`src/sefr_pkg.sv`:
```
`default_nettype none
package sefr_pkg;

  localparam logic [7:0] CODE_STX = 8'h02;
  localparam logic [7:0] CODE_ETX = 8'h03;
  localparam logic [7:0] CODE_ENQ = 8'h05;
  localparam logic [7:0] CODE_ACK = 8'h06;
  localparam logic [7:0] CODE_NAK = 8'h15;
  localparam logic [7:0] CODE_ESC = 8'h1b;

  localparam logic KIND_REPLY   = 1'b0;
  localparam logic KIND_PAYLOAD = 1'b1;

  typedef enum logic [1:0] {
    OP_NONE,
    OP_ACK,
    OP_CLOSE
  } op_t;

  // command from the front to the back, per byte that causes results
  typedef struct packed {
    logic pre_nak;
    op_t  op;
  } cmd_t;

  typedef struct packed {
    logic       kind;
    logic [7:0] data;
    logic       last;
  } res_t;

  typedef struct packed {
    logic close_done;
  } back_stat_t;

  typedef enum logic [3:0] {
    S_IDLE,
    S_PRE,
    S_ACT,
    S_SUM_RD,
    S_SUM_AC,
    S_NAK,
    S_OUT_RD,
    S_OUT_WR
  } back_state_t;

endpackage
`default_nettype wire

```
`src/sefr_ram.sv`:
```
`default_nettype none
module sefr_ram #(
  parameter int WIDTH = 8,
  parameter int DEPTH = 64
) (
  input  wire logic                     clk,
  input  wire logic                     we,
  input  wire logic [$clog2(DEPTH)-1:0] waddr,
  input  wire logic [WIDTH-1:0]         wdata,
  input  wire logic [$clog2(DEPTH)-1:0] raddr,
  output logic      [WIDTH-1:0]         rdata
);

  logic [WIDTH-1:0] mem_r [DEPTH];

  always_ff @(posedge clk) begin
    if (we) begin
      mem_r[waddr] <= wdata;
    end
    rdata <= mem_r[raddr];
  end

endmodule
`default_nettype wire

```
`src/sefr_fifo.sv`:
```
`default_nettype none
module sefr_fifo #(
  parameter int WIDTH = 8,
  parameter int DEPTH = 2
) (
  input  wire logic             clk,
  input  wire logic             rst_n,
  input  wire logic             push,
  input  wire logic [WIDTH-1:0] wdata,
  output logic                  full,
  input  wire logic             pop,
  output logic      [WIDTH-1:0] rdata,
  output logic                  empty
);

  localparam int PW = $clog2(DEPTH);
  localparam int CNTW = $clog2(DEPTH + 1);

  logic [WIDTH-1:0] mem_r [DEPTH];
  logic [PW-1:0]    wr_ptr_r, wr_ptr_nxt;
  logic [PW-1:0]    rd_ptr_r, rd_ptr_nxt;
  logic [CNTW-1:0]  cnt_r, cnt_nxt;
  logic             do_push, do_pop;

  assign full    = (cnt_r == CNTW'(DEPTH));
  assign empty   = (cnt_r == '0);
  assign rdata   = mem_r[rd_ptr_r];
  assign do_push = push && !full;
  assign do_pop  = pop && !empty;

  always_comb begin
    wr_ptr_nxt = wr_ptr_r;
    rd_ptr_nxt = rd_ptr_r;
    cnt_nxt    = cnt_r;
    if (do_push) begin
      wr_ptr_nxt = (wr_ptr_r == PW'(DEPTH - 1)) ? '0 : wr_ptr_r + PW'(1);
    end
    if (do_pop) begin
      rd_ptr_nxt = (rd_ptr_r == PW'(DEPTH - 1)) ? '0 : rd_ptr_r + PW'(1);
    end
    if (do_push && !do_pop) begin
      cnt_nxt = cnt_r + CNTW'(1);
    end else if (do_pop && !do_push) begin
      cnt_nxt = cnt_r - CNTW'(1);
    end
  end

  always_ff @(posedge clk) begin
    if (!rst_n) begin
      wr_ptr_r <= '0;
      rd_ptr_r <= '0;
      cnt_r    <= '0;
    end else begin
      wr_ptr_r <= wr_ptr_nxt;
      rd_ptr_r <= rd_ptr_nxt;
      cnt_r    <= cnt_nxt;
    end
  end

  always_ff @(posedge clk) begin
    if (do_push) begin
      mem_r[wr_ptr_r] <= wdata;
    end
  end

endmodule
`default_nettype wire

```
`src/sefr_front.sv`:
```
`default_nettype none
module sefr_front #(
  parameter int FRAME_DEPTH = 64
) (
  input  wire logic                             clk,
  input  wire logic                             rst_n,
  input  wire logic                             push,
  output logic                                  full,
  input  wire logic [7:0]                       rx_byte,
  output logic                                  cq_push,
  output sefr_pkg::cmd_t                        cq_cmd,
  output logic      [$clog2(FRAME_DEPTH+1)-1:0] cq_len,
  input  wire logic                             cq_full,
  output logic                                  ram_we,
  output logic      [$clog2(FRAME_DEPTH)-1:0]   ram_waddr,
  output logic      [7:0]                       ram_wdata,
  input  wire sefr_pkg::back_stat_t             bstat
);

  import sefr_pkg::*;

  localparam int AW = $clog2(FRAME_DEPTH);
  localparam int CW = $clog2(FRAME_DEPTH + 1);

  logic [CW-1:0] fill_r, fill_nxt;
  logic          esc_r, esc_nxt;
  logic          inside_r, inside_nxt;
  logic          close_wait_r, close_wait_nxt;

  logic          accept;
  logic          ovf;
  logic [CW-1:0] fill_v;
  logic          inside_v;
  logic          is_ctl;
  logic          do_store;
  op_t           op;

  // a closing frame reads the buffer, so no new byte until the check is over
  assign full   = cq_full || close_wait_r;
  assign accept = push && !full;

  always_comb begin
    ovf      = (fill_r >= CW'(FRAME_DEPTH));
    fill_v   = ovf ? '0 : fill_r;
    inside_v = ovf ? 1'b0 : inside_r;
    is_ctl   = (rx_byte == CODE_STX) || (rx_byte == CODE_ETX) ||
               (rx_byte == CODE_ENQ) || (rx_byte == CODE_ESC);
    do_store = is_ctl ? esc_r : inside_v;
    op       = OP_NONE;

    fill_nxt       = fill_r;
    esc_nxt        = esc_r;
    inside_nxt     = inside_r;
    close_wait_nxt = close_wait_r;

    if (accept) begin
      fill_nxt   = fill_v;
      inside_nxt = inside_v;
      if (do_store) begin
        fill_nxt = fill_v + CW'(1);
      end
      if (is_ctl && esc_r) begin
        esc_nxt = 1'b0;
      end else if (is_ctl) begin
        case (rx_byte)
          CODE_ENQ: begin
            inside_nxt = 1'b0;
            fill_nxt   = '0;
            op         = OP_ACK;
          end
          CODE_STX: begin
            inside_nxt = 1'b1;
            fill_nxt   = '0;
          end
          CODE_ESC: begin
            esc_nxt = 1'b1;
          end
          default: begin
            inside_nxt     = 1'b0;
            op             = OP_CLOSE;
            close_wait_nxt = 1'b1;
          end
        endcase
      end
    end
    if (bstat.close_done) begin
      close_wait_nxt = 1'b0;
    end
  end

  assign cq_push        = accept && (ovf || (op != OP_NONE));
  assign cq_cmd.pre_nak = ovf;
  assign cq_cmd.op      = op;
  assign cq_len         = fill_v;

  assign ram_we    = accept && do_store;
  assign ram_waddr = fill_v[AW-1:0];
  assign ram_wdata = rx_byte;

  always_ff @(posedge clk) begin
    if (!rst_n) begin
      fill_r       <= '0;
      esc_r        <= 1'b0;
      inside_r     <= 1'b0;
      close_wait_r <= 1'b0;
    end else begin
      fill_r       <= fill_nxt;
      esc_r        <= esc_nxt;
      inside_r     <= inside_nxt;
      close_wait_r <= close_wait_nxt;
    end
  end

endmodule
`default_nettype wire

```
`src/sefr_back.sv`:
```
`default_nettype none
module sefr_back #(
  parameter int FRAME_DEPTH = 64
) (
  input  wire logic                             clk,
  input  wire logic                             rst_n,
  input  wire logic                             cq_empty,
  input  wire sefr_pkg::cmd_t                   cq_cmd,
  input  wire logic [$clog2(FRAME_DEPTH+1)-1:0] cq_len,
  output logic                                  cq_pop,
  output logic      [$clog2(FRAME_DEPTH)-1:0]   ram_raddr,
  input  wire logic [7:0]                       ram_rdata,
  output logic                                  of_push,
  output sefr_pkg::res_t                        of_data,
  input  wire logic                             of_full,
  output sefr_pkg::back_stat_t                  bstat
);

  import sefr_pkg::*;

  localparam int AW = $clog2(FRAME_DEPTH);
  localparam int CW = $clog2(FRAME_DEPTH + 1);

  back_state_t   state_r, state_nxt;
  op_t           op_r, op_nxt;
  logic [AW-1:0] last_r, last_nxt;
  logic          zero_r, zero_nxt;
  logic [AW-1:0] idx_r, idx_nxt;
  logic [7:0]    sum_r, sum_nxt;
  logic [CW-1:0] len_m1;

  assign len_m1    = cq_len - CW'(1);
  assign ram_raddr = idx_r;

  // next state
  always_comb begin
    state_nxt   = state_r;
    op_nxt      = op_r;
    last_nxt    = last_r;
    zero_nxt    = zero_r;
    idx_nxt     = idx_r;
    sum_nxt     = sum_r;
    case (state_r)
      S_IDLE: begin
        if (!cq_empty) begin
          op_nxt      = cq_cmd.op;
          last_nxt    = len_m1[AW-1:0];
          zero_nxt    = (cq_len == '0);
          state_nxt   = cq_cmd.pre_nak ? S_PRE : S_ACT;
        end
      end
      S_PRE: begin
        if (!of_full) begin
          state_nxt = S_ACT;
        end
      end
      S_ACT: begin
        case (op_r)
          OP_ACK: begin
            if (!of_full) begin
              state_nxt = S_IDLE;
            end
          end
          OP_CLOSE: begin
            if (zero_r) begin
              state_nxt = S_NAK;
            end else begin
              idx_nxt   = '0;
              sum_nxt   = '0;
              state_nxt = S_SUM_RD;
            end
          end
          default: state_nxt = S_IDLE;
        endcase
      end
      S_SUM_RD: state_nxt = S_SUM_AC;
      S_SUM_AC: begin
        // the last stored byte is the checksum
        if (idx_r == last_r) begin
          if (sum_r != ram_rdata) begin
            state_nxt = S_NAK;
          end else if (last_r == '0) begin
            state_nxt = S_IDLE;
          end else begin
            idx_nxt   = '0;
            state_nxt = S_OUT_RD;
          end
        end else begin
          sum_nxt   = sum_r + ram_rdata;
          idx_nxt   = idx_r + AW'(1);
          state_nxt = S_SUM_RD;
        end
      end
      S_NAK: begin
        if (!of_full) begin
          state_nxt = S_IDLE;
        end
      end
      S_OUT_RD: state_nxt = S_OUT_WR;
      S_OUT_WR: begin
        if (!of_full) begin
          if (idx_r == last_r - AW'(1)) begin
            state_nxt = S_IDLE;
          end else begin
            idx_nxt   = idx_r + AW'(1);
            state_nxt = S_OUT_RD;
          end
        end
      end
      default: state_nxt = S_IDLE;
    endcase
  end

  // outputs
  always_comb begin
    cq_pop       = 1'b0;
    of_push      = 1'b0;
    of_data.kind = KIND_REPLY;
    of_data.data = CODE_NAK;
    of_data.last = 1'b1;
    case (state_r)
      S_IDLE: cq_pop = !cq_empty;
      S_PRE: of_push = !of_full;
      S_ACT: begin
        if (op_r == OP_ACK) begin
          of_push      = !of_full;
          of_data.data = CODE_ACK;
        end
      end
      S_NAK: of_push = !of_full;
      S_OUT_WR: begin
        of_push      = !of_full;
        of_data.kind = KIND_PAYLOAD;
        of_data.data = ram_rdata;
        of_data.last = (idx_r == last_r - AW'(1));
      end
      default: of_push = 1'b0;
    endcase
    bstat.close_done = (op_r == OP_CLOSE) && (state_r != S_IDLE) && (state_nxt == S_IDLE);
  end

  always_ff @(posedge clk) begin
    if (!rst_n) begin
      state_r   <= S_IDLE;
      op_r      <= OP_NONE;
    end else begin
      state_r   <= state_nxt;
      op_r      <= op_nxt;
    end
  end

  always_ff @(posedge clk) begin
    last_r <= last_nxt;
    zero_r <= zero_nxt;
    idx_r  <= idx_nxt;
    sum_r  <= sum_nxt;
  end

endmodule
`default_nettype wire

```
`src/stx_etx_frame_receiver.sv`:
```
// channel  | ports                              | transfer when
// ---------+------------------------------------+---------------------
// input    | push, full, in_rx_byte             | push && !full
// result   | empty, pop, out_kind/byte/last     | pop && !empty
//
// the front stores an ordinary byte and hands replies to a two-entry command
// queue, so it keeps taking bytes while replies wait, until that queue fills.
// a closing ETX holds full until the back is done: a read and a sum step per
// stored byte for the checksum pass, then a read and a write step per payload
// byte out, via the one registered buffer read port; longer if pop stalls.
// reset is synchronous; the frame buffer is not cleared and needs no pass.
`default_nettype none
module stx_etx_frame_receiver #(
  parameter int FRAME_DEPTH = 64
) (
  input  wire logic       clk,
  input  wire logic       rst_n,
  input  wire logic       push,
  output logic            full,
  input  wire logic [7:0] in_rx_byte,
  output logic            empty,
  input  wire logic       pop,
  output logic            out_kind,
  output logic      [7:0] out_byte,
  output logic            out_last
);

  import sefr_pkg::*;

  localparam int AW = $clog2(FRAME_DEPTH);
  localparam int CW = $clog2(FRAME_DEPTH + 1);
  localparam int QW = CW + $bits(cmd_t);

  cmd_t          f_cmd, b_cmd;
  logic [CW-1:0] f_len, b_len;
  logic          cq_push, cq_full, cq_pop, cq_empty;
  logic [QW-1:0] cq_rdata;
  logic          ram_we;
  logic [AW-1:0] ram_waddr, ram_raddr;
  logic [7:0]    ram_wdata, ram_rdata;
  logic          of_push, of_full;
  res_t          of_wdata, of_rdata;
  back_stat_t    bstat;

  sefr_front #(.FRAME_DEPTH(FRAME_DEPTH)) u_front (
    .clk       (clk),
    .rst_n     (rst_n),
    .push      (push),
    .full      (full),
    .rx_byte   (in_rx_byte),
    .cq_push   (cq_push),
    .cq_cmd    (f_cmd),
    .cq_len    (f_len),
    .cq_full   (cq_full),
    .ram_we    (ram_we),
    .ram_waddr (ram_waddr),
    .ram_wdata (ram_wdata),
    .bstat     (bstat)
  );

  sefr_fifo #(.WIDTH(QW), .DEPTH(2)) u_cmdq (
    .clk   (clk),
    .rst_n (rst_n),
    .push  (cq_push),
    .wdata ({f_cmd, f_len}),
    .full  (cq_full),
    .pop   (cq_pop),
    .rdata (cq_rdata),
    .empty (cq_empty)
  );

  assign b_cmd = cq_rdata[QW-1:CW];
  assign b_len = cq_rdata[CW-1:0];

  sefr_ram #(.WIDTH(8), .DEPTH(FRAME_DEPTH)) u_store (
    .clk   (clk),
    .we    (ram_we),
    .waddr (ram_waddr),
    .wdata (ram_wdata),
    .raddr (ram_raddr),
    .rdata (ram_rdata)
  );

  sefr_back #(.FRAME_DEPTH(FRAME_DEPTH)) u_back (
    .clk       (clk),
    .rst_n     (rst_n),
    .cq_empty  (cq_empty),
    .cq_cmd    (b_cmd),
    .cq_len    (b_len),
    .cq_pop    (cq_pop),
    .ram_raddr (ram_raddr),
    .ram_rdata (ram_rdata),
    .of_push   (of_push),
    .of_data   (of_wdata),
    .of_full   (of_full),
    .bstat     (bstat)
  );

  sefr_fifo #(.WIDTH($bits(res_t)), .DEPTH(2)) u_outq (
    .clk   (clk),
    .rst_n (rst_n),
    .push  (of_push),
    .wdata (of_wdata),
    .full  (of_full),
    .pop   (pop),
    .rdata (of_rdata),
    .empty (empty)
  );

  assign out_kind = of_rdata.kind;
  assign out_byte = of_rdata.data;
  assign out_last = of_rdata.last;

endmodule
`default_nettype wire

```
`config.mk`:
```
export PLATFORM = sky130hd
export DESIGN_NAME = stx_etx_frame_receiver
export DESIGN_NICKNAME = d
export VERILOG_FILES = /design/src/sefr_pkg.sv /design/src/sefr_ram.sv /design/src/sefr_fifo.sv /design/src/sefr_front.sv /design/src/sefr_back.sv /design/src/stx_etx_frame_receiver.sv
export SDC_FILE = /design/constraint.sdc
export NUM_CORES = 1
export LEC_CHECK = 0
export ABC_AREA = 1
export BUFFER_PORTS_ARGS = -buffer_cell sky130_fd_sc_hd__buf_2
export CORE_MARGIN = 2
export CORE_UTILIZATION = 37
export DETAILED_ROUTE_END_ITERATION = 8
export SLEW_MARGIN = 40
export SYNTH_ARGS = -nofsm -noshare
export SYNTH_HDL_FRONTEND = slang
export SYNTH_SLANG_ARGS = --single-unit
```
`constraint.sdc`:
```
create_clock -name clk -period 6.1 [get_ports clk]
set_input_delay 0 -clock clk [delete_from_list [all_inputs] [get_ports clk]]
set_output_delay 0 -clock clk [all_outputs]
set_load 0.02 [all_outputs]
```
==> results.ini <==
[run_status]
status=finished, violations left
violations=hold timing

[critical_path]
cpMaxStageDelayCell=nor2_1
crit_top_cell=nand2_1
path_delay_family=simple AND/OR/NAND/NOR gates
path_class=flip-flop to flip-flop
crit_required_ps=6360
crit_path_cell_trace=inv_1 -> nand2_1 -> nand3_1 -> nor3_4 -> nand2_1 -> nor2_1
startpoint_type=flip-flop
cp_slowest_stage_delay_ps=810
cp_max_fo=13
cp.buffers_inverters=1
endpoint_kind=flip-flop
arrival_ps=3410

[detailed_routing]
ant_nets=0
drc=0
totalWireLength_um=63650
num_vias=16905
wl_per_cell_um=20.17
via_per_inst=5.358
drtIter0Drc=1596
drtPass1Iterations=5

[finish]
nNetsFinal=2250
design_area_um2=28390
drive_gt1_share_pct=8.095
area_growth_pct=11.60
diodes=0

[clock_network]
cts-root-buf=clkbuf_16
cts_buffers=61
cts_hold_buf=4
cts_sinks=607
clkTransAtPathRegs_ps=60
post_cts_buffers=0
clockBufferDepth=3
cts_resized=0
htreeDepth=2
cts_tree=done
clkLatencyLatePin_ps=640

[place]
io_buffers=23
dp_hpwl_um=37160
dp_slack_ps=2587
finalWeightedCongestion=0.8234
place_area_um2=26310

[sta]
hold_violations=12
rsz0062_at_grt=false
maxSlewViolCount=0
tightest_slew_ps=833.7
finalSetupViolCount=0
fin_hold_ws_ps=-16.11
period_needed_ps=3153
finalCritPeriodShare_pct=51.68
finalSetupTns_ps=0
setup_slack_ps=2947
fin_skew_ps=18.31
slew_headroom_pct=44.22
fmax_ghz=0.3172

[logic_synthesis]
ys_async_sr_fraction_pct=0
synth_ff_type=edfxtp_1
muxShareOfSynthArea_pct=0.6788
ys_ff_latch=607
synth_top_family_by_area=simple AND/OR/NAND/NOR gates
synth_area_per_cell_um2=11.44
yosys-top-cells-area=edfxtp_1 (68%), nor2_1 (5.7%), nand2_1 (5.7%)
synth_top_cell_area_share_pct=67.64
yosys.area_share.adder_pct=0.8657
synth_cell_types=46
yosysSeqAreaShare_pct=70.32
synth_xor_area_share_pct=0.4476
synth_compound_area_share_pct=9.591
synth_edf_count=573
synthesis.area_um2=25440
synth_cells=2224
yosys_warnings=0
yosys.area.top_type=edfxtp_1
synth-simple-area-share_pct=14.48

[floorplan]
initial_utilization_pct=37.22
row_count=96
die_area_um2=70870
top_level_ports=24
core_um2=68350
die_width_um=266.2
die_h_um=266.2

[run]
drv_cap=0

[grt]
antenna_found_initial=0
grt_max_degree=147
grt-ovfl-total=0
grt_pass1_vias=16404
grt_pass1_wl_um=96990
groute.usage.overall_pct=17.74

[power_and_ir_drop]
power_w=0.008614
p_per_area_nw_per_um2=303.4
peakVddDrop_v=0.0002333
leakagePower_nw=9.631

[min_path]
hp-class=primary input to flip-flop

[cell usage after synthesis, drive strengths merged (9+ instances only)]
library cell / number
clkbuf: 60
a21oi: 35
buf: 57
nand3: 94
nand4: 9
nor2: 397
o21ai: 282
nand2: 398
o22ai: 125
inv: 89
mux2: 10
dfxtp: 34
edfxtp: 573
ha: 16
[power breakdown]
group / internal [W] / total [W] / leakage, nW / switching [W]
Sequential: 0.00458 / 0.00461 / 5.41 / 0.0000319
Clock: 0.00214 / 0.00372 / 0.952 / 0.00158
Combinational: 0.0000793 / 0.000287 / 3.26 / 0.000207
Total: 0.00680 / 0.00861 / 9.63 / 0.00182
[per-stage QoR]
stage,util (%),cells
floorplan,-,2226
finish,41.54,3155
detailed placement,38.50,3035
global placement,38.41,3033
global route,41.54,3155
CTS,41.43,3154
[cell usage in the layout, fill, tap and decap left out, drive strengths merged, types with 3 or more instances in the layout]
cell type,netlist,final
a21oi,35,35
buf,57,45
bufinv,0,7
clkbuf,60,77
clkinv,3,28
clkinvlp,0,3
conb,1,3
dfxtp,34,34
dlygate4sd3,0,4
edfxtp,573,573
ha,16,16
inv,89,92
mux2,10,10
mux2i,6,6
nand2,398,398
nand3,94,94
nand4,9,9
nor2,397,397
nor3,7,7
o21ai,282,282
o22ai,125,125
xnor2,5,5
xor2,8,8
[sequential cells by signal (all words and copies together) (netlist names), named ones only]
signal / count
u_outq.wr_ptr_r: 1
u_front.inside_r: 1
u_back.zero_r: 1
u_back.op_r: 2
u_cmdq.rd_ptr_r: 1
u_back.last_r: 6
u_back.sum_r: 8
u_front.close_wait_r: 1
u_back.ram_raddr: 6
u_cmdq.mem_r: 20
u_front.fill_r: 7
u_outq.cnt_r: 2
u_store.rdata: 8
u_back.state_r: 4
u_outq.mem_r: 20
u_cmdq.wr_ptr_r: 1
u_front.esc_r: 1
u_cmdq.cnt_r: 2
u_outq.rd_ptr_r: 1
u_store.mem_r: 512
[cell families after synthesis]
family / after synthesis
multiplexers: 16
other: 1
buffers and inverters: 209
AO/OA/AOI/OAI: 451
adder cells (fa/ha/maj): 17
flip-flops: 607
XOR/XNOR: 13
AND/OR/NAND/NOR: 910
[metal layers]
layer	share of wire (%)	vias to the layer above	routed length, um	GRT usage, %
met4	3.0	0	1901	6.392
met2	47	653	29660	28.17
met5	0	-	0	0
li1	-	7876	-	-
met1	43	8257	27570	24.55
met3	7.1	119	4518	2.994
[path summary, 6_finish.rpt]
path | startpoint | to | slack (ps) | depth (start not counted)
worst max register to register | u_cmdq.cnt_r[0] | u_store.mem_r[29][3] | 2950 | 6
worst max-delay path | u_cmdq.cnt_r[0] | u_store.mem_r[29][3] | 2950 | 6
worst min-delay path | in_rx_byte[4] | u_store.mem_r[1][4] | -20 | 2
worst min register to register | u_cmdq.rd_ptr_r | flip-flop | 480 | 1
[layout make-up]
type / instances / area [um^2]
inverters: 92 / 354.1
multi-input cells: 1410 / 6678
repair buffers: 49 / 400.4
flip-flops and latches: 607 / 17890
clock buffers: 77 / 1587
clock inverters: 38 / 380.4
well taps: 882 / 1104
fillers: 6330 / 39960
Note: power is estimated with default switching activity, not from simulation.
